<file path="src/design/lsp_pkg.sv">
package lsp_pkg;

    // Default data format: signed Q16.16 values.
    localparam int VALUE_WIDTH_DEF   = 32;
    localparam int FRACTION_BITS_DEF = 16;

    // Augmented matrix shape.
    localparam int NUM_ROWS = 4;
    localparam int NUM_COLS = 5;

    // Operation a row cell performs in the current cycle.
    typedef enum logic [3:0] {
        CELL_IDLE   = 4'd0,
        CELL_LOAD   = 4'd1,
        CELL_COPY   = 4'd2,
        CELL_SWAP   = 4'd3,
        CELL_WRITE  = 4'd4,
        CELL_FLATCH = 4'd5,
        CELL_MINIT  = 4'd6,
        CELL_MSTEP  = 4'd7,
        CELL_MTERM  = 4'd8,
        CELL_MAPPLY = 4'd9
    } cell_op_t;

    // Control handed from the sequencer to one row cell.
    typedef struct packed {
        cell_op_t   op;
        logic [1:0] col;
        logic [2:0] elem;
    } cell_ctl_t;

    // Pivot search token passed down the chain of cells.
    typedef struct packed {
        logic [1:0] best;
        logic [1:0] cur;
    } srch_t;

    // Configuration register indexes.
    localparam logic CFG_THRESHOLD = 1'b0;
    localparam logic CFG_MODE      = 1'b1;

endpackage

</file>
<file path="src/design/lsp_cell.sv">
module lsp_cell #(
    parameter int WORK_BITS     = 48,
    parameter int FRACTION_BITS = 16
) (
    input  logic                      clk,
    input  logic                      rst_n,
    input  lsp_pkg::cell_ctl_t        ctl,
    input  logic [4:0][WORK_BITS-1:0] row_in,
    input  logic [WORK_BITS-1:0]      wr_value,
    input  logic [WORK_BITS-1:0]      bcast,
    input  logic [WORK_BITS-1:0]      sin_mag,
    input  lsp_pkg::srch_t            sin,
    output logic [WORK_BITS-1:0]      sout_mag,
    output lsp_pkg::srch_t            sout,
    output logic [4:0][WORK_BITS-1:0] row_out
);

    localparam int W = WORK_BITS;
    localparam logic [W-1:0] WMAX = {1'b0, {(W-1){1'b1}}};
    localparam logic [W-1:0] WMIN = {1'b1, {(W-1){1'b0}}};

    logic [4:0][W-1:0] store_reg, work_reg;
    logic [W-1:0]      f_reg, mb_reg, term_reg;
    logic [2*W-1:0]    ma_reg, acc_reg;
    logic              neg_reg;
    logic [W-1:0]      smag_reg;
    lsp_pkg::srch_t    s_reg;

    logic [W-1:0]      own, own_mag, f_mag, b_mag;
    logic              better;
    logic              over;
    logic [W-2:0]      q;
    logic [W-1:0]      term_next;
    logic [W-1:0]      a_elem;
    logic [W:0]        diff;
    logic [W-1:0]      apply_next;

    // Pivot search stage: keep the larger magnitude, first row on ties.
    assign own     = work_reg[{1'b0, ctl.col}];
    assign own_mag = own[W-1] ? (~own + W'(1)) : own;
    assign better  = (sin.cur >= ctl.col) && (own_mag > sin_mag);

    always_ff @(posedge clk or negedge rst_n)
    begin
        if (!rst_n)
        begin
            s_reg <= '0;
        end
        else
        begin
            s_reg.cur  <= sin.cur + 2'd1;
            s_reg.best <= better ? sin.cur : sin.best;
        end
    end

    always_ff @(posedge clk)
    begin
        smag_reg <= better ? own_mag : sin_mag;
    end

    // Operand magnitudes for the shift-add multiplier.
    assign f_mag = f_reg[W-1] ? (~f_reg + W'(1)) : f_reg;
    assign b_mag = bcast[W-1] ? (~bcast + W'(1)) : bcast;

    // Rounded product term, saturated to the work width.
    assign over = |acc_reg[2*W-1:FRACTION_BITS+W-1];
    assign q    = acc_reg[FRACTION_BITS+W-2:FRACTION_BITS];
    always_comb
    begin
        if (over)
            term_next = neg_reg ? WMIN : WMAX;
        else if (neg_reg)
            term_next = ~{1'b0, q} + W'(1);
        else
            term_next = {1'b0, q};
    end

    // Saturating subtract of the term from the selected element.
    assign a_elem = work_reg[ctl.elem];
    assign diff   = {a_elem[W-1], a_elem} - {term_reg[W-1], term_reg};
    always_comb
    begin
        if (diff[W] != diff[W-1])
            apply_next = diff[W] ? WMIN : WMAX;
        else
            apply_next = diff[W-1:0];
    end

    // Row storage and multiplier datapath.
    always_ff @(posedge clk)
    begin
        case (ctl.op)
            lsp_pkg::CELL_LOAD:   store_reg <= row_in;
            lsp_pkg::CELL_COPY:   work_reg <= store_reg;
            lsp_pkg::CELL_SWAP:   work_reg <= row_in;
            lsp_pkg::CELL_WRITE:  work_reg[ctl.elem] <= wr_value;
            lsp_pkg::CELL_FLATCH: f_reg <= own;
            lsp_pkg::CELL_MINIT:
            begin
                ma_reg  <= {{W{1'b0}}, f_mag};
                mb_reg  <= b_mag;
                acc_reg <= (2*W)'(1) << (FRACTION_BITS - 1);
                neg_reg <= f_reg[W-1] ^ bcast[W-1];
            end
            lsp_pkg::CELL_MSTEP:
            begin
                if (mb_reg[0])
                    acc_reg <= acc_reg + ma_reg;
                ma_reg <= {ma_reg[2*W-2:0], 1'b0};
                mb_reg <= {1'b0, mb_reg[W-1:1]};
            end
            lsp_pkg::CELL_MTERM:  term_reg <= term_next;
            lsp_pkg::CELL_MAPPLY: work_reg[ctl.elem] <= apply_next;
            default:
            begin
            end
        endcase
    end

    assign sout_mag = smag_reg;
    assign sout     = s_reg;
    assign row_out  = work_reg;

endmodule

</file>
<file path="config.mk">
export PLATFORM = sky130hd
export DESIGN_NAME = lsp_cell
export DESIGN_NICKNAME = d
export VERILOG_FILES = /design/src/design/lsp_pkg.sv /design/src/design/lsp_cell.sv
export SDC_FILE = /design/constraint.sdc
export NUM_CORES = 2
export LEC_CHECK = 0
export ABC_AREA = 1
export BUFFER_PORTS_ARGS = -buffer_cell sky130_fd_sc_hd__buf_2
export CAP_MARGIN = 20
export CELL_PAD_IN_SITES_DETAIL_PLACEMENT = 0
export CELL_PAD_IN_SITES_GLOBAL_PLACEMENT = 2
export CORE_UTILIZATION = 35
export CTS_CLUSTER_DIAMETER = 200
export CTS_CLUSTER_SIZE = 24
export DETAILED_ROUTE_END_ITERATION = 6
export GPL_ROUTABILITY_DRIVEN = 0
export PLACE_DENSITY_LB_ADDON = 0.1
export SETUP_SLACK_MARGIN = 0.15
export SYNTH_ARGS = -nofsm -noshare
export SYNTH_HDL_FRONTEND = slang
export SYNTH_SLANG_ARGS = --single-unit
export TNS_END_PERCENT = 30
</file>
<file path="constraint.sdc">
create_clock -name clk -period 7.72 [get_ports clk]
set_input_delay 0.772 -clock clk [delete_from_list [all_inputs] [get_ports clk]]
set_output_delay 0.772 -clock clk [all_outputs]
set_load 0.005 [all_outputs]
</file>
### Word level (Yosys, flattened, before mapping)

Cells that the tools add are included.

| storage, ports and cells | value |
|---|---|
| output and inout port bits | 292 |
| input port bits | 399 |
| register bits after elaboration | 869 |

| operators by class | value |
|---|---|
| add/sub/neg operators | 7 |
| equality and inequality tests | 11 |
| bitwise gates (word level) | 5 |
| $lt $le $gt $ge | 5 |
| reductions and logical operators | 6 |
| muxes and demuxes | 23 |

Operators with widths:

| cell | number |
|---|---|
| $pmux W240 S4 | 1 |
| $mux W48 | 12 |
| $bwmux W240 | 2 |
| $pmux W96 S2 | 2 |
| $add A48 B1 Y48 const B | 4 |
| $bmux W48 S3 | 1 |
| $demux W48 S3 | 1 |
| $not A48 Y48 | 3 |
| $add A96 B96 Y96 | 1 |
| $bmux W48 S2 | 1 |
| $mux W96 | 1 |
| $pmux W48 S2 | 1 |
| $sub A48 B48 Y49 | 1 |
| $gt A48 B48 Y1 | 1 |
| $not A47 Y48 | 1 |
| $reduce_or A33 Y1 | 1 |
| $eq A4 B3 Y1 const B | 4 |
| $eq A4 B2 Y1 const B | 2 |
| $eq A4 B4 Y1 const B | 2 |
| $eq A4 B1 Y1 const B | 1 |
| $lt A2 B4 Y1 const B | 1 |
| $lt A3 B4 Y1 const B | 1 |
| $reduce_bool A4 Y1 | 1 |
| $ge A3 B1 Y1 const B | 1 |
| other kinds (9) | 10 |

### Logic depth before layout (Yosys ltp)

| depth | value |
|---|---|
| word-level depth | 8 |
| gate-level depth with buffers | 30 |
| gate-level depth less buffers | 28 |

### Worst setup path before layout

OpenSTA, ideal clock, no wires.

| path | value |
|---|---|
| kind | input -> register |
| start point | input ctl[8] (netlist bit) |
| end point | register work_reg (netlist bit row_out[0]) (enable) |
| data arrival time | 12,131 ps |
| slack | -5,312 ps |
| required time | 6,819 ps |
| buffers on the path | 0 |
| stages on the path | 3 |
| cells stage by stage | nor2_1 inv_1 o211ai_1 |

| on the way | value |
|---|---|
| longest elaborated chain between the ends | 2 |
| elaborated cells on any way between the ends | 5 |
| those cells by class | eq/ne (4); reduce/logical (1) |

RTL lines:

| element | RTL line | RTL |
|---|---|---|
| start: declaration | lsp_cell.sv:7 | `input lsp_pkg::cell_ctl_t ctl,` |
| $eq A4 B4 Y1 (tied with other cells) | lsp_cell.sv:92 | `case (ctl.op)` |
| $reduce_bool A4 Y1 (no source line) (*) | - |  |
| end signal: assignment | lsp_cell.sv:94 | `lsp_pkg::CELL_COPY: work_reg <= store_reg;` |
| end signal: assignment | lsp_cell.sv:95 | `lsp_pkg::CELL_SWAP: work_reg <= row_in;` |
| end signal: indexed assignment | lsp_cell.sv:96 | `lsp_pkg::CELL_WRITE: work_reg[ctl.elem] <= wr_value;` |
| end: declaration | lsp_cell.sv:22 | `logic [4:0][W-1:0] store_reg, work_reg;` |

Every way passes the cells marked *; elsewhere a longest branch is shown, timed or not.
A chain may end at the register's enable or synchronous reset.

### Worst setup path after layout

| path | value |
|---|---|
| start point | input ctl[3] (netlist bit) |
| end point | register smag_reg[2] (netlist: sout_mag[2]) |

| on the way | value |
|---|---|
| longest elaborated chain between the ends | 8 |
| elaborated cells on any way between the ends | 9 |
| those cells by class | add/sub (1); order compare (2); mux (4); bitwise (1); reduce/logical (1) |

RTL lines:

| element | RTL line | RTL |
|---|---|---|
| $bmux W48 S2 (*) | lsp_cell.sv:39 | `assign own = work_reg[{1'b0, ctl.col}];` |
| $mux W48 (implied by the code) (*) | lsp_cell.sv:39 |  |
| named net own[0] | lsp_cell.sv:29 | `logic [W-1:0] own, own_mag, f_mag, b_mag;` |
| $not A48 Y48 | lsp_cell.sv:40 | `assign own_mag = own[W-1] ? (~own + W'(1)) : own;` |
| $add A48 B1 Y48 | lsp_cell.sv:40 |  |
| $mux W48 (*) | lsp_cell.sv:40 |  |
| $gt A48 B48 Y1 | lsp_cell.sv:41 | `assign better = (sin.cur >= ctl.col) && (own_mag > sin_mag);` |
| $logic_and A1 B1 Y1 | lsp_cell.sv:41 |  |
| $mux W48 (*) | lsp_cell.sv:58 | `smag_reg <= better ? own_mag : sin_mag;` |
| end signal: assignment | lsp_cell.sv:58 |  |
| end: declaration | lsp_cell.sv:26 | `logic [W-1:0] smag_reg;` |

Mark *: on every way through the listed nets, which the timed path passes. The rest lies on a longest branch. The select of a mux whose other input is x is not followed.

==> summary.txt <==
Critical path
  • Reg2reg path depth: 21
  • CP endpoint kind: register
  • Setup crit start kind: primary input
  • Critical Path RT: roughly 8300 ps
  • Crit path kind: in2reg
  • CP Max Fanout: 89
  • Flop-to-flop setup slack: approximately 2300 ps
  • Arrival time worst endpoint: approximately 6200 ps

Hold path
  • Hold path cells: 1
  • Type of the worst min-delay path: in2reg

Power and ir drop
  • PwrDens: 163 mW/mm^2
  • Leak: ~28 nW
  • Sw frac: 0.349
  • Net Switching: 0.00382 W
  • Clock power frac: 0.253
  • Worst IR Drop VDD: around 0.00014 V
  • Int Power: 0.00714 W
  • Combinational share of power: 0.240
  • Sequential power share: 0.508

Routing
  • Post-DR vias/cell: 5.41
  • Antenna-violating nets left: 0
  • Via count: 58800
  • Drt drc: 0
  • Iteration-0 DRC Markers: roughly 5300
  • Total Wirelength: ~270000 um
  • WL/cell: about 25 um
  • Drt first pass iters: 7

GRT
  • Initial antenna violation count: 16
  • Largest net degree at the start of global routing: between 100 and 150
  • First-pass GRT wire length: slightly below 400000 um
  • Vias in the first global route: roughly 57000
  • Total GRT Usage: 0.301
  • GRT Residual Overflow: 0

Floorplan
  • Die area: between 0.15 and 0.2 mm^2
  • I/O pins: slightly below 700
  • Row count: ~150
  • Die Y: 417 um
  • Initial core utilization: 0.354
  • Die X: 417 um
  • Core area: around 0.17 mm^2

Synth
  • Post-Syn Nets: between 8000 and 9000
  • Syn. warnings: 0
  • Yosys top cell area share: 0.407
  • Post-synthesis cell area: approximately 0.060 mm^2
  • Most common cell in the netlist: nand2_1
  • Flops & latches, synth: between 800 and 900
  • Post-synth top cells: nand2_1 (2007), nor2_1 (1086), inv_1 (954), edfxtp_1 (817), a21oi_1 (606)
  • Sequential element share of the synthesized area: 0.425
  • Top cells by area, synth: edfxtp_1 (41%), nand2_1 (13%), nor2_1 (6.8%), inv_1 (5.9%), a21oi_1 (5.0%)
  • Post-synth top area cell: edfxtp_1
  • Async SR Flop Fraction: 0.00460
  • Distinct cells, synth: 61
  • Post-synth EDFFs: approximately 820
  • Mean Syn Cell Area: approximately 7.5 um^2
  • Mapped Cells: about 8100
  • Synth Flop Type: edfxtp_1

Placement
  • Setup Slack @ Placement: about 1400 ps
  • # placed instances: 10800
  • Buffers on Ports: 690
  • Dpl hpwl: ~210000 um

Layout
  • Nets: ~9200
  • Post-route insts no fill: 10900
  • Fin util: 0.395
  • Fillers: between 15000 and 20000
  • Syn-to-layout area delta: 11.6%
  • Layout cells sized above 1: 0.116

Clock tree
  • H-tree levels: 2
  • # clock sinks: approximately 870
  • Worst-Skew Late Latency: around 740 ps
  • Resized Gates After CTS: 0
  • Clock Path Buffers: 3
  • Num CTS Buffers: 42
  • CTS root buf: clkbuf_16
  • Clock-pin slew on the worst setup and hold paths: approximately 150 ps
  • CTS tree: built

Run status
  • Outcome: complete, no violations

STA
  • Slew Limit Fails: 0
  • Fin crit period: 5700 ps
  • Final worst setup slack: slightly above 2000 ps
  • Rel. slew slack: 0.205
  • Unrepaired setup endpoints after global routing: false
  • Final setup fails: 0
  • Least-Margin Pin Slew: about 1200 ps
  • Final hold vios: 0
  • Clk_skew: between 60 and 70 ps
  • Max Freq: around 0.18 GHz
  • Crit share post-route: 0.739

Run
  • Max Cap Violations: 0
## cell families (layout without fill, tap and decap cells)
kind of cell             count (synthesis)  in the layout  share of synthesized area
XOR/XNOR                               180            180                     0.0262
AO/OA/AOI/OAI                         1626           1626                      0.155
flip-flops                             869            869                      0.425
adder cells (fa/ha/maj)                199            199                     0.0416
buffers and inverters                 1303           1798                     0.0841
AND/OR/NAND/NOR                       3894           3894                      0.269
other                                    0              8                          0
## layer usage
layer,vias to the layer above,wire [um],track usage
li1,28000,-,-
met1,28400,117000,0.401
met2,2019,128000,0.502
met3,354,15000,0.0328
met4,8,10900,0.111
met5,-,49,0
## layout by cell type, fill, tap and decap left out, types with 36 or more instances in the layout
cell	n
edfxtp_1	817
a21oi_1	605
nand3_1	341
o211ai_1	117
xor2_1	144
dfxtp_1	48
a211oi_1	84
nor3_1	87
or2_2	47
buf_4	67
ha_1	197
nand2_1	2003
clkbuf_16	42
nand4_1	200
xnor2_1	36
nand2_2	38
o21ai_0	529
inv_1	948
o21bai_1	39
nor2_1	1080
buf_2	689
## worst paths after layout
kind,end,from
max,sout_mag[2],ctl[3]
min,store_reg[180],row_in[180]
max reg2reg,sout_mag[2],row_out[1]
min reg2reg,row_out[203],store_reg[203]
max in group asynchronous,sout[2],rst_n
min in group asynchronous,sout[3],rst_n
## what timing repair did
action                    4_1_cts  5_1_grt
hold endpoints to repair        4        0
hold buffers                    1        0
setup buffers                   0        0
## power groups by stage
stage                     registers, W  clock network (W)  logic (W)
final                          0.00557            0.00277    0.00263
after global placement         0.00567                  0    0.00260
after detailed placement       0.00567                  0    0.00261
after global routing           0.00558            0.00294    0.00285
after CTS                      0.00557            0.00284    0.00263
after floorplan                0.00565                  0    0.00145
## metrics by stage
| stage | power [W] | instance area [um^2] | hold WS (ps) | TNS (ps) |
|---|---|---|---|---|
| after floorplan | 0.00711 | 60300 | 476 | -2750260 |
| after global placement | 0.00828 | 66000 | 503 | 0 |
| after detailed placement | 0.00829 | 66100 | 513 | 0 |
| after CTS | 0.0110 | 67200 | 177 | 0 |
| after global routing | 0.0114 | 67200 | 216 | 0 |
| final | 0.0110 | 67200 | 217 | 0 |
## worst max-delay path, cell delays in order
cell and delay (ps):
buf_6 230, inv_2 580, nand2_1 120, a32oi_1 930
inv_1 240, ha_1 290, nand3_1 140, nor2_2 80
nand2_1 110, nor3_2 60, nand3_1 100, nand2_1 120
xor2_1 230, inv_1 90, ha_1 280, nand2_1 50
nor3_1 280, nand3_1 180, nor2_1 180, nand2_1 120
a31oi_4 180, buf_4 570, o21ai_0 190
## final cells by class
class                   count  area [um^2]  area share
multi-input cells        5899        29700       0.442
flip-flops and latches    869        25600       0.381
repair buffers            770         4200      0.0625
inverters                 973         3670      0.0545
well taps                2295         2870      0.0427
clock buffers              50         1080      0.0161
clock inverters             5         57.6    0.000856
diodes                      8         20.0    0.000298
No activity file was read; power rests on OpenSTA's default activity.
