`config.mk`:
```
export PLATFORM = sky130hd
export DESIGN_NAME = lsp_div
export DESIGN_NICKNAME = d
export VERILOG_FILES = /design/src/design/lsp_div.sv
export SDC_FILE = /design/constraint.sdc
export NUM_CORES = 1
export LEC_CHECK = 0
export BUFFER_PORTS_ARGS = -buffer_cell sky130_fd_sc_hd__buf_2
export CAP_MARGIN = 40
export CORE_AREA = 5 5 222 224
export CTS_CLUSTER_SIZE = 16
export DETAILED_ROUTE_END_ITERATION = 10
export DIE_AREA = 0 0 227 229
export HOLD_SLACK_MARGIN = 0.1
export PLACE_DENSITY_LB_ADDON = 0.1
export SETUP_SLACK_MARGIN = 0.2
export SLEW_MARGIN = 20
export SYNTH_ARGS = -nofsm -noshare
export SYNTH_HDL_FRONTEND = slang
export SYNTH_SLANG_ARGS = --single-unit
```
`constraint.sdc`:
```
create_clock -name clk -period 6.5 [get_ports clk]
set_input_delay 0.65 -clock clk [delete_from_list [all_inputs] [get_ports clk]]
set_output_delay 0.65 -clock clk [all_outputs]
set_load 0.01 [all_outputs]
```
`src/design/lsp_div.sv`:
```
module lsp_div #(
    parameter int WORK_BITS     = 48,
    parameter int FRACTION_BITS = 16
) (
    input  logic                 clk,
    input  logic                 rst_n,
    input  logic                 start,
    input  logic [WORK_BITS-1:0] numer,
    input  logic [WORK_BITS-1:0] denom,
    output logic                 done,
    output logic [WORK_BITS-1:0] quot
);

    localparam int W   = WORK_BITS;
    localparam int N   = WORK_BITS + FRACTION_BITS;
    localparam int CW  = $clog2(N + 1);
    localparam logic [W-1:0] WMAX = {1'b0, {(W-1){1'b1}}};
    localparam logic [W-1:0] WMIN = {1'b1, {(W-1){1'b0}}};

    logic          run_reg, fin_reg, done_reg;
    logic [CW-1:0] cnt_reg;
    logic [N-1:0]  num_reg, q_reg;
    logic [W:0]    rem_reg;
    logic [W-1:0]  up_reg, quot_reg;
    logic          neg_reg;

    logic [W-1:0]  numer_mag, denom_mag;
    logic [W:0]    rem_sh, rem_sub;
    logic          take;
    logic [W+1:0]  rem_dbl;
    logic          rnd;
    logic [N:0]    q_rnd;
    logic          over;

    // Magnitudes of the operands; the most negative value maps to its true magnitude.
    assign numer_mag = numer[W-1] ? (~numer + W'(1)) : numer;
    assign denom_mag = denom[W-1] ? (~denom + W'(1)) : denom;

    // One restoring step: bring down the next numerator bit and try a subtract.
    assign rem_sh  = {rem_reg[W-1:0], num_reg[N-1]};
    assign take    = rem_sh >= {1'b0, up_reg};
    assign rem_sub = rem_sh - {1'b0, up_reg};

    // Round to nearest, ties away from zero, then saturate to the work width.
    assign rem_dbl = {rem_reg, 1'b0};
    assign rnd     = rem_dbl >= {2'b00, up_reg};
    assign q_rnd   = {1'b0, q_reg} + (N+1)'(rnd);
    assign over    = |q_rnd[N:W-1];

    // Control flags of the iteration.
    always_ff @(posedge clk or negedge rst_n)
    begin
        if (!rst_n)
        begin
            run_reg  <= 1'b0;
            fin_reg  <= 1'b0;
            done_reg <= 1'b0;
            cnt_reg  <= '0;
        end
        else
        begin
            done_reg <= fin_reg;
            fin_reg  <= 1'b0;
            if (start)
            begin
                run_reg <= 1'b1;
                cnt_reg <= '0;
            end
            else if (run_reg)
            begin
                cnt_reg <= cnt_reg + CW'(1);
                if (cnt_reg == CW'(N - 1))
                begin
                    run_reg <= 1'b0;
                    fin_reg <= 1'b1;
                end
            end
        end
    end

    // Datapath of the divider.
    always_ff @(posedge clk)
    begin
        if (start)
        begin
            num_reg <= {numer_mag, {FRACTION_BITS{1'b0}}};
            up_reg  <= denom_mag;
            rem_reg <= '0;
            q_reg   <= '0;
            neg_reg <= numer[W-1] ^ denom[W-1];
        end
        else if (run_reg)
        begin
            num_reg <= {num_reg[N-2:0], 1'b0};
            rem_reg <= take ? rem_sub : rem_sh;
            q_reg   <= {q_reg[N-2:0], take};
        end
        if (fin_reg)
        begin
            if (over)
                quot_reg <= neg_reg ? WMIN : WMAX;
            else if (neg_reg)
                quot_reg <= ~{1'b0, q_rnd[W-2:0]} + W'(1);
            else
                quot_reg <= {1'b0, q_rnd[W-2:0]};
        end
    end

    assign done = done_reg;
    assign quot = quot_reg;

endmodule

```
======== Word level (Yosys, flattened, before mapping) ========
Cells that the tools add are included.
word-level totals
  flip-flop bits (word level) ............. 268
  output and inout bits ................... 49
  bits of input ports ..................... 99
operators by class
  reduce and logical (&&, ||, !) cells .... 2
  bitwise gates (word level) .............. 4
  add/subtract/negate cells ............... 6
  eq/ne operators ......................... 1
  order comparisons ....................... 2
  multiplexer cells ....................... 16
operator list
  kind                                                  number
  2-to-1 mux 48 bit                                     4
  adder 48 x 1 -> 48 bit (second input constant)        3
  2-to-1 mux 64 bit                                     2
  NOT 48 bit                                            2
  adder 64 x 1 -> 65 bit                                1
  >= comparator 50 x 48 -> 1 bit                        1
  >= comparator 49 x 48 -> 1 bit                        1
  2-to-1 mux 49 bit                                     1
  subtractor 49 x 48 -> 49 bit                          1
  NOT 47 -> 48 bit                                      1
  2-to-1 mux 47 bit                                     1
  OR reduction 18 bit                                   1
  2-to-1 mux 7 bit                                      2
  adder 7 x 1 -> 7 bit (second input constant)          1
  equality test 7 x 6 -> 1 bit (second input constant)  1
  2-to-1 mux 1 bit                                      6
  nonzero test 2 bit                                    1
  bitwise XOR 1 bit                                     1

======== Logic depth before layout (Yosys ltp) ========
Gate-level depths: netlist (run 1).
  depth in word-level cells ............... 6
  depth in mapped cells ................... 27

======== Least setup slack after synthesis (run 1) ========
No wires, ideal clock.
  kind .................................... flip-flop to flip-flop
  start ................................... register up_reg[11]
  end ..................................... register quot_reg[23], in the netlist quot[23], data pin
  arrival ................................. 5.306 ns
  setup slack ............................. 0.923 ns
  cell stages (with the launch flop) ...... 28
  data required time ...................... 6.230 ns
  clock period less this slack ............ 5.577 ns
  buffers on the path ..................... 6
  cell sequence ........................... edfxtp_1 inv_1 ha_1 clkbuf_1 nand4_1 nor4_1 o21ai_0 nand2_1 nor2_1 o21ai_0 a21boi_0 o21ba_2 o311ai_0 ha_1 nand3_1 buf_4 nor4_4 clkbuf_1 nand4b_1 nor2_1 xor2_1 or4_1 or4_1 buf_4 buf_6 buf_6 a211oi_1 a21oi_1
on the way
  word-level cells in the longest chain between the ends .. 6
ends and longest elaborated chain
  what                              line  RTL
  start: declaration                24    logic [W-1:0] up_reg, quot_reg;
  start signal: assignment          87    up_reg <= denom_mag;
  >= comparator 50 x 48 -> 1 bit *  46    assign rnd = rem_dbl >= {2'b00, up_reg};
  adder 64 x 1 -> 65 bit *          47    assign q_rnd = {1'b0, q_reg} + (N+1)'(rnd);
  NOT 47 -> 48 bit                  103   quot_reg <= ~{1'b0, q_rnd[W-2:0]} + W'(1);
  adder 48 x 1 -> 48 bit            103
  2-to-1 mux 48 bit                 102   else if (neg_reg)
  2-to-1 mux 48 bit *               100   if (over)
  end signal: assignment            101   quot_reg <= neg_reg ? WMIN : WMAX;
  end signal: assignment            103
  end signal: assignment            105   quot_reg <= {1'b0, q_rnd[W-2:0]};
  end: declaration                  24
Every way passes the cells marked *; elsewhere a longest branch is shown, timed or not.
A chain may end at the register's enable or synchronous reset.

======== Final worst setup path (run 1) ========
  start ................................... register up_reg[13]
  end ..................................... register quot_reg[18], in the netlist quot[18], data pin
Same word-level chain as after synthesis.

==> summary.md, run 1 <==
| Metric | Value |
|---|---|
| # nets final | `about 2.4k` |
| Global-route wire length before repair | `slightly below 80,000 um` |
| Final Critical Period | `6.00 ns` |
| CTS tree | `built` |
| Peak supply drop | `0.177 mV` |
| Cells after DPL | `between 2k and 3k` |
| Clk network pwr share | `between 20% and 30%` |
| Commonest non-fill, non-tap cell in the layout | `nor2_1` |
| Largest net degree at the start of global routing | `between 150 and 200` |
| Syn nets | `2,280` |
| Sequential area share after synthesis | `between 30% and 40%` |
| Initial Util | `39.3%` |
| Mapped Cells | `2,125` |
| Kind of critical path | `reg -> reg` |
| P_int | `between 4000 and 5000 uW` |
| Max reg flops | `64` |
| P_leak | `roughly 0.0087 uW` |
| Vias in the first global route | `15.2k` |
| Area growth syn-to-layout | `13.3%` |
| Slowest CP cell | `or4_1` |
| Layout Utilization | `44.5%` |
| Core footprint | `between 40,000 and 50,000 um^2` |
| Top post-synthesis cells by area | `edfxtp_1 (24%), dfxtp_1 (12%), xnor2_1 (6.3%)` |
| Combinational share of power | `between 40% and 50%` |
| Vias | `15.8k` |
| Post-Syn Area | `roughly 19,000 um^2` |
| NetSw | `roughly 2500 uW` |
| Clk_skew | `0.0328 ns` |
| Proportion of layout cells with a drive suffix above 1 | `between 10% and 20%` |
| Ys flop type | `edfxtp_1` |
| Clock H-tree levels | `2` |
| Net Sw Frac | `around 37%` |
| Final Non-Filler Cells | `2,853` |
| Fmax | `around 170 MHz` |
| Crit start category | `flip-flop` |
| Wirelength per Cell | `17.0 um` |
| Number of synthesized flops with an enable pin | `approximately 150` |
| Grt ovf | `0` |
| Worst EP arrival | `about 6.3 ns` |
| Critical Path Fanout Max | `26` |
| Total iterations of the first detailed-routing run | `5` |
| Post-synth cell types | `93` |
| Routed Antenna Nets | `0` |
| Crit share post-route | `92.3%` |
| GR peak layer | `met2` |
| Global placer's final weighted congestion | `around 0.9` |
| Hold Vio Cnt, Final | `0` |
| DRT iter0 DRCs | `approximately 900` |
| Reg power frac | `between 30% and 40%` |
| Cell Rows | `80` |
| Cell taking the most area after synthesis | `edfxtp_1` |
| Die area | `52,000 um^2` |
| Hold Slack | `around 0.35 ns` |
| Clock root buffer | `clkbuf_16` |
| Die width | `roughly 230 um` |
| Actual slew at the worst max-slew pin | `approximately 0.91 ns` |
| Crit path required time | `6.78 ns` |
| Max-cap violation count | `0` |
| Reg clk slew, reported paths | `approximately 0.060 ns` |
| Initial antenna violation count | `0` |
| Setup_tns | `0 ns` |
| Share of the synthesized area in the top cell type | `23.5%` |
| CP Capture Type | `flip-flop` |
| CTS sink cnt | `about 270` |
| Total length of routed wires | `48,400 um` |
| Met3 capacity usage during global routing | `~2.2%` |
| Worst slew margin relative to its limit | `between 30% and 40%` |
| Ant diodes | `0` |
| Syn Area/Cell | `8.71 um^2` |
| Met2 Use GR | `between 20% and 30%` |
| Die Y-Extent | `between 200 and 250 um` |
| Most frequent cells in the layout | `nor2_1 (228), nand2_1 (215), buf_2 (147), edfxtp_1 (145)` |
| Setup Viol. Count Final | `0` |
| Status | `completed` |
| Hold Path Class | `in -> reg` |
| Worst path max stage delay | `between 0.5 and 0.6 ns` |
| Final Power | `6700 uW` |
| Via/cell ratio | `around 5.5` |
| Pwr per Cell Area | `roughly 320 nW/um^2` |
| Longest Clk Path Bufs | `3` |
| FFs w/ async S/R, synth | `under 10%` |
| Yosys warnings | `0` |
| Dpl hpwl | `around 36,000 um` |
| CTS Buf Count | `34` |
| Slew Viols, Final | `0` |
| Port-buffer cells | `147` |
| GRT Util Overall | `between 10% and 20%` |
| Grt met1 use | `between 20 and 30%` |
| DRC viols | `0` |
| Flop-to-flop setup slack | `0.50 ns` |
| # IOs | `~150` |
| Worst-Skew Late Latency | `about 0.56 ns` |
| FF+latch count, synth | `about 270` |
| RSZ-0062 raised after global routing | `no` |
power groups by stage:
stage | Sequential (uW) | Combinational [uW] | Clock, uW
detailed placement | 2210 | 2630 | 0
floorplan | 2170 | 1980 | 0
global route | 2200 | 2980 | 1980
finish | 2180 | 2680 | 1850
CTS | 2170 | 2650 | 1920
global placement | 2200 | 2620 | 0
cells by family after synthesis:
kind of cell | share of synthesized area [%]
AND/OR/NAND/NOR | 21.1
multiplexers | 5.38
buffers and inverters | 5.14
XOR/XNOR | 9.70
flip-flops | 37.1
adder cells (fa/ha/maj) | 3.83
AO/OA/AOI/OAI | 17.7
layout make-up:
type | count | area [um^2]
clock inverters | 11 | 105
multi-input cells | 1631 | 10800
well taps | 615 | 769
flip-flops and latches | 268 | 6870
clock buffers | 51 | 996
fillers | 4659 | 26200
repair buffers | 186 | 1110
inverters | 91 | 344
critical path: cells and delay by family (launching register included):
| family | cells | cell delay, ns |
|---|---|---|
| adder cells (fa/ha/maj) | 2 | 0.65 |
| AND/OR/NAND/NOR | 11 | 2.85 |
| AO/OA/AOI/OAI | 8 | 1.26 |
| flip-flops | 1 | 0.31 |
| buffers and inverters | 4 | 0.63 |
per-layer routing:
layer / part of all wire, % / routed length, um
met2: 46 / 22400
met5: 0 / 0
met3: 4.0 / 1950
met4: 2.8 / 1340
met1: 47 / 22700
worst paths after layout:
kind	start	to	cells past startpoint
max	up_reg[13]$_DFFE_PP_	quot[18]$_DFFE_PP_	25
min	denom[0]	up_reg[0]$_DFFE_PP_	1
max reg2reg	up_reg[13]$_DFFE_PP_	quot[18]$_DFFE_PP_	25
min reg2reg	rem_reg[1]$_SDFFE_PP0P_	rem_reg[2]$_SDFFE_PP0P_	2
max in group asynchronous	rst_n	run_reg$_DFF_PN0_	2
min in group asynchronous	rst_n	cnt_reg[0]$_DFFE_PN0P_	2
synth_stat cells, types with 10 or more instances:
cell,number
a211oi_1,19
a21o_1,36
a21oi_1,134
a311oi_1,35
a31oi_1,12
and3_1,24
buf_1,10
buf_2,24
clkbuf_1,85
dfrtp_1,10
dfxtp_1,113
edfxtp_1,145
ha_1,55
inv_1,89
mux2_2,20
mux2i_1,77
nand2_1,216
nand2b_1,13
nand3_1,56
nand4_1,42
nor2_1,229
nor2b_1,23
nor3_1,39
nor4_1,32
o21a_1,14
o21ai_0,105
o31ai_1,27
o41ai_1,15
or3_1,19
or4_1,21
xnor2_1,133
xor2_1,72
metrics by stage:
step | instance area (um^2) | worst slack, ns
2_1_floorplan | 18500 | 0.923
3_3_place_gp | 19600 | 0.0130
3_5_place_dp | 19700 | -0.119
4_1_cts | 20800 | 0.290
5_1_grt | 21000 | 0.184
6_report | 21000 | 0.500
what timing repair did:
item / CTS / global route
hold buffers: 1 / 0
gates resized for setup: 2 / 17
pin swaps: 0 / 5
setup endpoints to repair: 45 / 47
buffers inserted: 0 / 5
cloned: 0 / 0
hold endpoints to repair: 10 / 0
No activity file was read; power rests on OpenSTA's default activity.
==> run 2, diff against run 1 <==
RECOVER_POWER = 100   (was unset)
clock period = 6.87 ns   (was 6.5 ns; I/O delays follow)
==> run 2 against run 1 <==
Net effect:
- the run now ends with max-capacitance violations, max-slew violations left
- non-clock buffer count down 7
- hold slack better by 0.094 ns
- critical path type unchanged
- combinational power down 6%
- clock skew down 0.015 ns
- highest routed layer unchanged
- count of clock-buffer cells in the layout down 6
- critical endpoint is now quot[8]$_DFFE_PP_
- critical path depth up 1
- largest cell class unchanged
==> summary.md, run 2 (synthesis gave the netlist of run 1 again) <==
| Metric | Value |
|---|---|
| P_leak | `0.00843 uW (was 0.00871 uW)` |
| Flop-to-flop setup slack | `0.53 ns (was 0.50 ns)` |
| Total length of routed wires | `48,500 um (was 48,400 um)` |
| Crit share post-route | `92.2% (was 92.3%)` |
| Ant diodes | `0 (unchanged)` |
| Peak supply drop | `0.178 mV (was 0.177 mV)` |
| Via/cell ratio | `5.57 (was 5.53)` |
| Slowest CP cell | `or4_4 (was or4_1)` |
| Cell Rows | `80 (unchanged)` |
| Die width | `227 um (unchanged)` |
| CTS Buf Count | `34 (unchanged)` |
| Final Power | `6450 uW (was 6700 uW)` |
| Longest Clk Path Bufs | `3 (unchanged)` |
| Die area | `52,000 um^2 (unchanged)` |
| Max-cap violation count | `8 (was 0)` |
| Hold Vio Cnt, Final | `0 (unchanged)` |
| Fmax | `158 MHz (was 167 MHz)` |
| Most frequent cells in the layout | `nor2_1 (229), nand2_1 (216), edfxtp_1 (145), a21oi_1 (134), xnor2_1 (133) (was nor2_1 (228), nand2_1 (215), buf_2 (147), edfxtp_1 (145))` |
| Dpl hpwl | `35,100 um (was 35,600 um)` |
| Crit start category | `flip-flop (unchanged)` |
| Worst slew margin relative to its limit | `-129% (was 39.5%)` |
| Routed Antenna Nets | `0 (unchanged)` |
| Max reg flops | `64 (unchanged)` |
| Final Non-Filler Cells | `2,846 (was 2,853)` |
| Final Critical Period | `6.34 ns (was 6.00 ns)` |
| Reg clk slew, reported paths | `0.06 ns (about the same)` |
| DRT iter0 DRCs | `1,066 (was 901)` |
| Grt ovf | `0 (unchanged)` |
| Largest net degree at the start of global routing | `178 (was 154)` |
| Clock H-tree levels | `2 (unchanged)` |
| Layout Utilization | `44.2% (was 44.5%)` |
| # IOs | `148 (unchanged)` |
| Initial antenna violation count | `0 (unchanged)` |
| CTS tree | `built (unchanged)` |
| Area growth syn-to-layout | `12.5% (was 13.3%)` |
| Actual slew at the worst max-slew pin | `3.43 ns (was 0.908 ns)` |
| Total iterations of the first detailed-routing run | `5 (unchanged)` |
| GRT Util Overall | `18.0% (was 18.2%)` |
| Pwr per Cell Area | `310 nW/um^2 (was 320 nW/um^2)` |
| Vias in the first global route | `15.1k (was 15.2k)` |
| Worst EP arrival | `6.69 ns (was 6.28 ns)` |
| Commonest non-fill, non-tap cell in the layout | `nor2_1 (unchanged)` |
| Clk_skew | `0.0174 ns (was 0.0328 ns)` |
| Crit path required time | `7.22 ns (was 6.78 ns)` |
| DRC viols | `0 (unchanged)` |
| Critical Path Fanout Max | `18 (was 26)` |
| Die Y-Extent | `229 um (unchanged)` |
| RSZ-0062 raised after global routing | `no (unchanged)` |
| Port-buffer cells | `147 (unchanged)` |
| Vias | `15.9k (was 15.8k)` |
| Global-route wire length before repair | `78,500 um (was 79,400 um)` |
| Kind of critical path | `reg -> reg (unchanged)` |
| Proportion of layout cells with a drive suffix above 1 | `10.9% (was 14.2%)` |
| Fillers | `4,691 (was 4,659)` |
| Register cell area after layout | `6870 um^2 (about the same)` |
| Multi-input gate area | `10,800 um^2 (about the same)` |
| Core footprint | `47,100 um^2 (unchanged)` |
| # nets final | `2,360 (was 2,367)` |
| Wirelength per Cell | `17.0 um (about the same)` |
| Clock root buffer | `clkbuf_16 (unchanged)` |
| Worst path max stage delay | `0.61 ns (was 0.54 ns)` |
| Hold Slack | `0.448 ns (was 0.354 ns)` |
| Global placer's final weighted congestion | `0.908 (was 0.900)` |
| Failing checks | `max-capacitance violations, max-slew violations` |
| CP Capture Type | `flip-flop (unchanged)` |
| Cells after DPL | `2,774 (was 2,783)` |
| Worst-Skew Late Latency | `0.55 ns (was 0.56 ns)` |
| Status | `finished, violations left (was completed)` |
| Initial Util | `39.3% (unchanged)` |
| CTS sink cnt | `268 (unchanged)` |
| Slew Viols, Final | `510 (was 0)` |
| Hold Path Class | `in -> reg (unchanged)` |
| Setup Viol. Count Final | `0 (unchanged)` |
==> run 2: cell types whose count changed in the layout (fill, tap and decap cells not counted), moves of 4 or more <==
cell,before,now
bufinv_16,1,5
clkbuf_1,10,68
o311ai_0,0,6
buf_6,4,0
buf_4,28,19
buf_2,147,93
clkbuf_8,7,3
o311ai_1,7,2
buf_12,4,0
clkinvlp_4,0,4
==> run 2: final timing paths <==
path	from	to	depth (start not counted)
setup / recovery	up_reg[12]$_DFFE_PP_	quot[8]$_DFFE_PP_	26
hold / removal	denom[21]	up_reg[21]$_DFFE_PP_	2
setup reg to reg	up_reg[12]$_DFFE_PP_	quot[8]$_DFFE_PP_	26
hold reg to reg	cnt_reg[6]$_DFFE_PN0P_	fin_reg$_DFF_PN0_	1
max in group asynchronous	rst_n	run_reg$_DFF_PN0_	2
min in group asynchronous	rst_n	cnt_reg[0]$_DFFE_PN0P_	2
==> run 2: critical path, delay by kind of cell, from the launching register on <==
family / cells / cell delay [ns]
fa+ha+maj: 2 / 0.67
simple gates: 11 / 2.68
buf+inv: 5 / 0.95
flops: 1 / 0.33
compound gates: 7 / 1.38
mux: 1 / 0.12
==> run 2: where the power goes <==
part | switching (uW) | internal, uW | total [uW]
sequential | 121 | 1940 | 2060
combinational | 1510 | 1010 | 2520
clock | 728 | 1140 | 1870
==> run 2: metrics by stage <==
stage          setup TNS [ns]  worst slack, ns  area (um^2)
5_1_grt                     0           0.0974        20800
6_report                    0            0.533        20800
4_1_cts                     0            0.293        20800
3_5_place_dp          -0.0242          -0.0242        19700
2_1_floorplan               0             1.29        18500
3_3_place_gp            -1.54           -0.128        19600
==> run 2: area by class of cell <==
cell class                      instances  share of cell area (%)
Tap cell                              615                    3.70
Timing Repair Buffer                  179                    4.42
Multi-Input combinational cell       1631                    51.6
Clock buffer                           45                    4.43
Sequential cell                       268                    33.0
Clock inverter                         17                    1.17
Inverter                               91                    1.66
==> run 2: metal layers <==
metal | GRT usage (%) | up-vias | share of wire [%]
met2 | 28.9 | 378 | 46
met5 | 0 | - | 0
met4 | 5.70 | 0 | 2.6
met1 | 25.3 | 7515 | 47
li1 | - | 7888 | -
met3 | 2.51 | 83 | 4.5
==> run 2: repair_timing <==
action                                 CTS  global route
setup buffers                            0             7
pin swaps                                0             3
hold buffers                             1             0
endpoints found under the hold margin   10             0
setup endpoints to repair               37            42
resized for setup                        4            12
==> run 3, diff against run 2 <==
BUFFER_PORTS_ARGS = -buffer_cell sky130_fd_sc_hd__clkbuf_2   (was -buffer_cell sky130_fd_sc_hd__buf_2)
REMOVE_ABC_BUFFERS = 1   (was unset)
SLEW_MARGIN = unset   (was 20)
==> run 3 against run 2 <==
Net effect:
- the flow still finishes with violations (max-capacitance violations, max-slew violations)
- combinational power about the same
- maximum frequency increased by 1.9%
- register-to-register slack improved by 0.12 ns
- clock power decreased by 5%
- non-clock buffer count unchanged
- via count decreased by 0.67%
- power decreased by 1.3%
- largest cell class unchanged
- clock skew increased by 0.012 ns
- global-route usage increased by 0.15 points
==> summary.md, run 3 (synthesis gave the netlist of run 1 again) <==
| Metric | Value |
|---|---|
| Status | `finished, violations left (unchanged)` |
| Failing checks | `max-capacitance violations, max-slew violations (unchanged)` |
| Clock H-tree levels | `2 (unchanged)` |
| Die Y-Extent | `229 um (unchanged)` |
| Worst slew margin relative to its limit | `-148% (was -129%)` |
| # nets final | `2,360 (unchanged)` |
| DRT iter0 DRCs | `990 (was 1,066)` |
| Proportion of layout cells with a drive suffix above 1 | `10.6% (was 10.9%)` |
| Vias in the first global route | `15.1k (about the same)` |
| Hold Vio Cnt, Final | `0 (unchanged)` |
| Reg2Reg Launch Point | `up_reg[11]$_DFFE_PP_ (was up_reg[12]$_DFFE_PP_)` |
| Crit path required time | `7.14 ns (was 7.22 ns)` |
| CTS sink cnt | `268 (unchanged)` |
| Final Non-Filler Cells | `2,846 (unchanged)` |
| Peak supply drop | `0.167 mV (was 0.178 mV)` |
| Wirelength per Cell | `17.2 um (was 17.0 um)` |
| Worst EP arrival | `6.49 ns (was 6.69 ns)` |
| Setup Viol. Count Final | `0 (unchanged)` |
| Worst Reg-to-Reg Cells | `22 (was 26)` |
| Die width | `227 um (unchanged)` |
| Hold Slack | `0.464 ns (was 0.448 ns)` |
| Pwr per Cell Area | `306 nW/um^2 (was 310 nW/um^2)` |
| Cells after DPL | `2,783 (was 2,774)` |
| Via/cell ratio | `5.54 (was 5.57)` |
| Worst-Skew Late Latency | `0.55 ns (about the same)` |
| Max-cap violation count | `7 (was 8)` |
| Actual slew at the worst max-slew pin | `3.71 ns (was 3.43 ns)` |
| Multi-input gate area | `10,700 um^2 (was 10,800 um^2)` |
| DRC viols | `0 (unchanged)` |
| Setup_tns | `0 ns (unchanged)` |
| Initial Util | `39.3% (unchanged)` |
| Max reg flops | `64 (unchanged)` |
| Initial antenna violation count | `0 (unchanged)` |
| Reg2reg end | `quot[29]$_DFFE_PP_ (was quot[8]$_DFFE_PP_)` |
| Commonest non-fill, non-tap cell in the layout | `nor2_1 (unchanged)` |
| Total iterations of the first detailed-routing run | `5 (unchanged)` |
| Clk_skew | `0.0296 ns (was 0.0174 ns)` |
| Die area | `52,000 um^2 (unchanged)` |
| Crit share post-route | `90.5% (was 92.2%)` |
| Design Area, Final | `20,800 um^2 (about the same)` |
| P_leak | `0.00844 uW (was 0.00843 uW)` |
| Core footprint | `47,100 um^2 (unchanged)` |
| Cell Rows | `80 (unchanged)` |
| Longest Clk Path Bufs | `3 (unchanged)` |
| CTS Buf Count | `34 (unchanged)` |
| Largest net degree at the start of global routing | `88 (was 178)` |
| Placed Area | `19,800 um^2 (was 19,700 um^2)` |
| Kind of critical path | `reg -> reg (unchanged)` |
| Register cell area after layout | `6870 um^2 (unchanged)` |
| Final Critical Period | `6.22 ns (was 6.34 ns)` |
| Clock root buffer | `clkbuf_16 (unchanged)` |
| Reg clk slew, reported paths | `0.05 ns (was 0.06 ns)` |
| Critical path endpoint | `quot[29]$_DFFE_PP_ (was quot[8]$_DFFE_PP_)` |
| Most frequent cells in the layout | `nor2_1 (230), nand2_1 (215), edfxtp_1 (145), a21oi_1 (134), xnor2_1 (133) (was nor2_1 (229), nand2_1 (216), edfxtp_1 (145), a21oi_1 (134), xnor2_1 (133))` |
| Vias | `15.8k (was 15.9k)` |
| Port-buffer cells | `147 (unchanged)` |
| RSZ-0062 raised after global routing | `no (unchanged)` |
| Area growth syn-to-layout | `12.3% (was 12.5%)` |
| Ant diodes | `0 (unchanged)` |
| Setup bufs post-CTS | `0 (unchanged)` |
| Dpl hpwl | `36,700 um (was 35,100 um)` |
| Crit path from | `up_reg[11]$_DFFE_PP_ (was up_reg[12]$_DFFE_PP_)` |
| Hold Path Class | `in -> reg (unchanged)` |
| Crit start category | `flip-flop (unchanged)` |
| Flop-to-flop setup slack | `0.65 ns (was 0.53 ns)` |
| Hold path startpoint | `denom[46] (was denom[21])` |
| CTS tree | `built (unchanged)` |
| Global placer's final weighted congestion | `0.885 (was 0.908)` |
| Slew Viols, Final | `401 (was 510)` |
| GRT Util Overall | `18.2% (was 18.0%)` |
| Critical Path Fanout Max | `10 (was 18)` |
| CP Capture Type | `flip-flop (unchanged)` |
| Total length of routed wires | `49,000 um (was 48,500 um)` |
| Grt ovf | `0 (unchanged)` |
| Fillers | `4,650 (was 4,691)` |
| Fmax | `161 MHz (was 158 MHz)` |
| Final Power | `6360 uW (was 6450 uW)` |
| Routed Antenna Nets | `0 (unchanged)` |
| Global-route wire length before repair | `79,300 um (was 78,500 um)` |
| # IOs | `148 (unchanged)` |
## run 3: cell count changes in the layout (fill, tap and decap cells not counted), moves of 3 or more
| cell | previous run | this run |
|---|---|---|
| buf_2 | 93 | 1 |
| clkbuf_2 | 2 | 94 |
| buf_4 | 19 | 14 |
| clkbuf_1 | 68 | 72 |
| bufinv_16 | 5 | 2 |
| inv_6 | 3 | 0 |
## run 3: stage by stage
stage | worst slack (ns) | utilization [%]
2_1_floorplan | 0.763 | -
3_3_place_gp | 0.390 | 41.6
3_5_place_dp | 0.186 | 42.0
4_1_cts | 0.333 | 44.4
5_1_grt | 0.134 | 44.1
6_report | 0.652 | 44.1
## run 3: layer usage
metal	up-vias	share of wire [%]	global-route usage, %
met5	-	0	0
met4	0	3.1	6.26
met3	79	3.9	2.42
met2	345	47	29.5
met1	7441	46	25.0
li1	7893	-	-
## run 3: what timing repair did
| item | 4_1_cts | 5_1_grt |
|---|---|---|
| endpoints found under the hold margin | 10 | 0 |
| gates resized for setup | 1 | 8 |
| endpoints found under the setup margin | 1 | 30 |
| hold buffers | 1 | 0 |
## run 3: critical path, cell delays in order, from the launching register on
cell and delay [ns]:
edfxtp_1 0.32, inv_1 0.04, ha_1 0.44, nand4_1 0.26
nor4_2 0.40, o21ai_0 0.14, nand2_1 0.08, nor2_1 0.03
o21ai_0 0.15, a21boi_0 0.12, o21ba_2 0.23, o311ai_2 0.31
ha_1 0.31, nand3_1 0.16, buf_4 0.21, or4_1 0.53
or4_1 0.51, o32ai_1 0.13, nand3_1 0.10, or4_1 0.56
nor2_1 0.55, a21oi_1 0.08, o31a_1 0.28
## run 3: worst min path at each step
stage               depth (start not counted)  slack, ns                        to
floorplan                                   0       0.39    cnt_reg[0]$_DFFE_PN0P_
global placement                            1       0.46         fin_reg$_DFF_PN0_
detailed placement                          1       0.47         fin_reg$_DFF_PN0_
CTS                                         1       0.38       up_reg[0]$_DFFE_PP_
global route                                2       0.44      up_reg[45]$_DFFE_PP_
finish                                      2       0.46  up_reg[47]$_SDFFCE_PN0P_
## run 3: final cells by class
cell class	instances	share of cell area, %
multi-input combinational	1631	51.6
inverter	91	1.65
clock inverter	14	0.741
tap	615	3.70
sequential	268	33.1
clock buffer	48	4.69
timing repair buffer	179	4.52
## run 3: power breakdown
part	switching (uW)	leakage [uW]	total, uW	internal (uW)
registers	120	0.00246	2060	1940
clock network	710	0.000545	1780	1070
logic	1500	0.00543	2520	1020
total	2330	0.00844	6360	4030
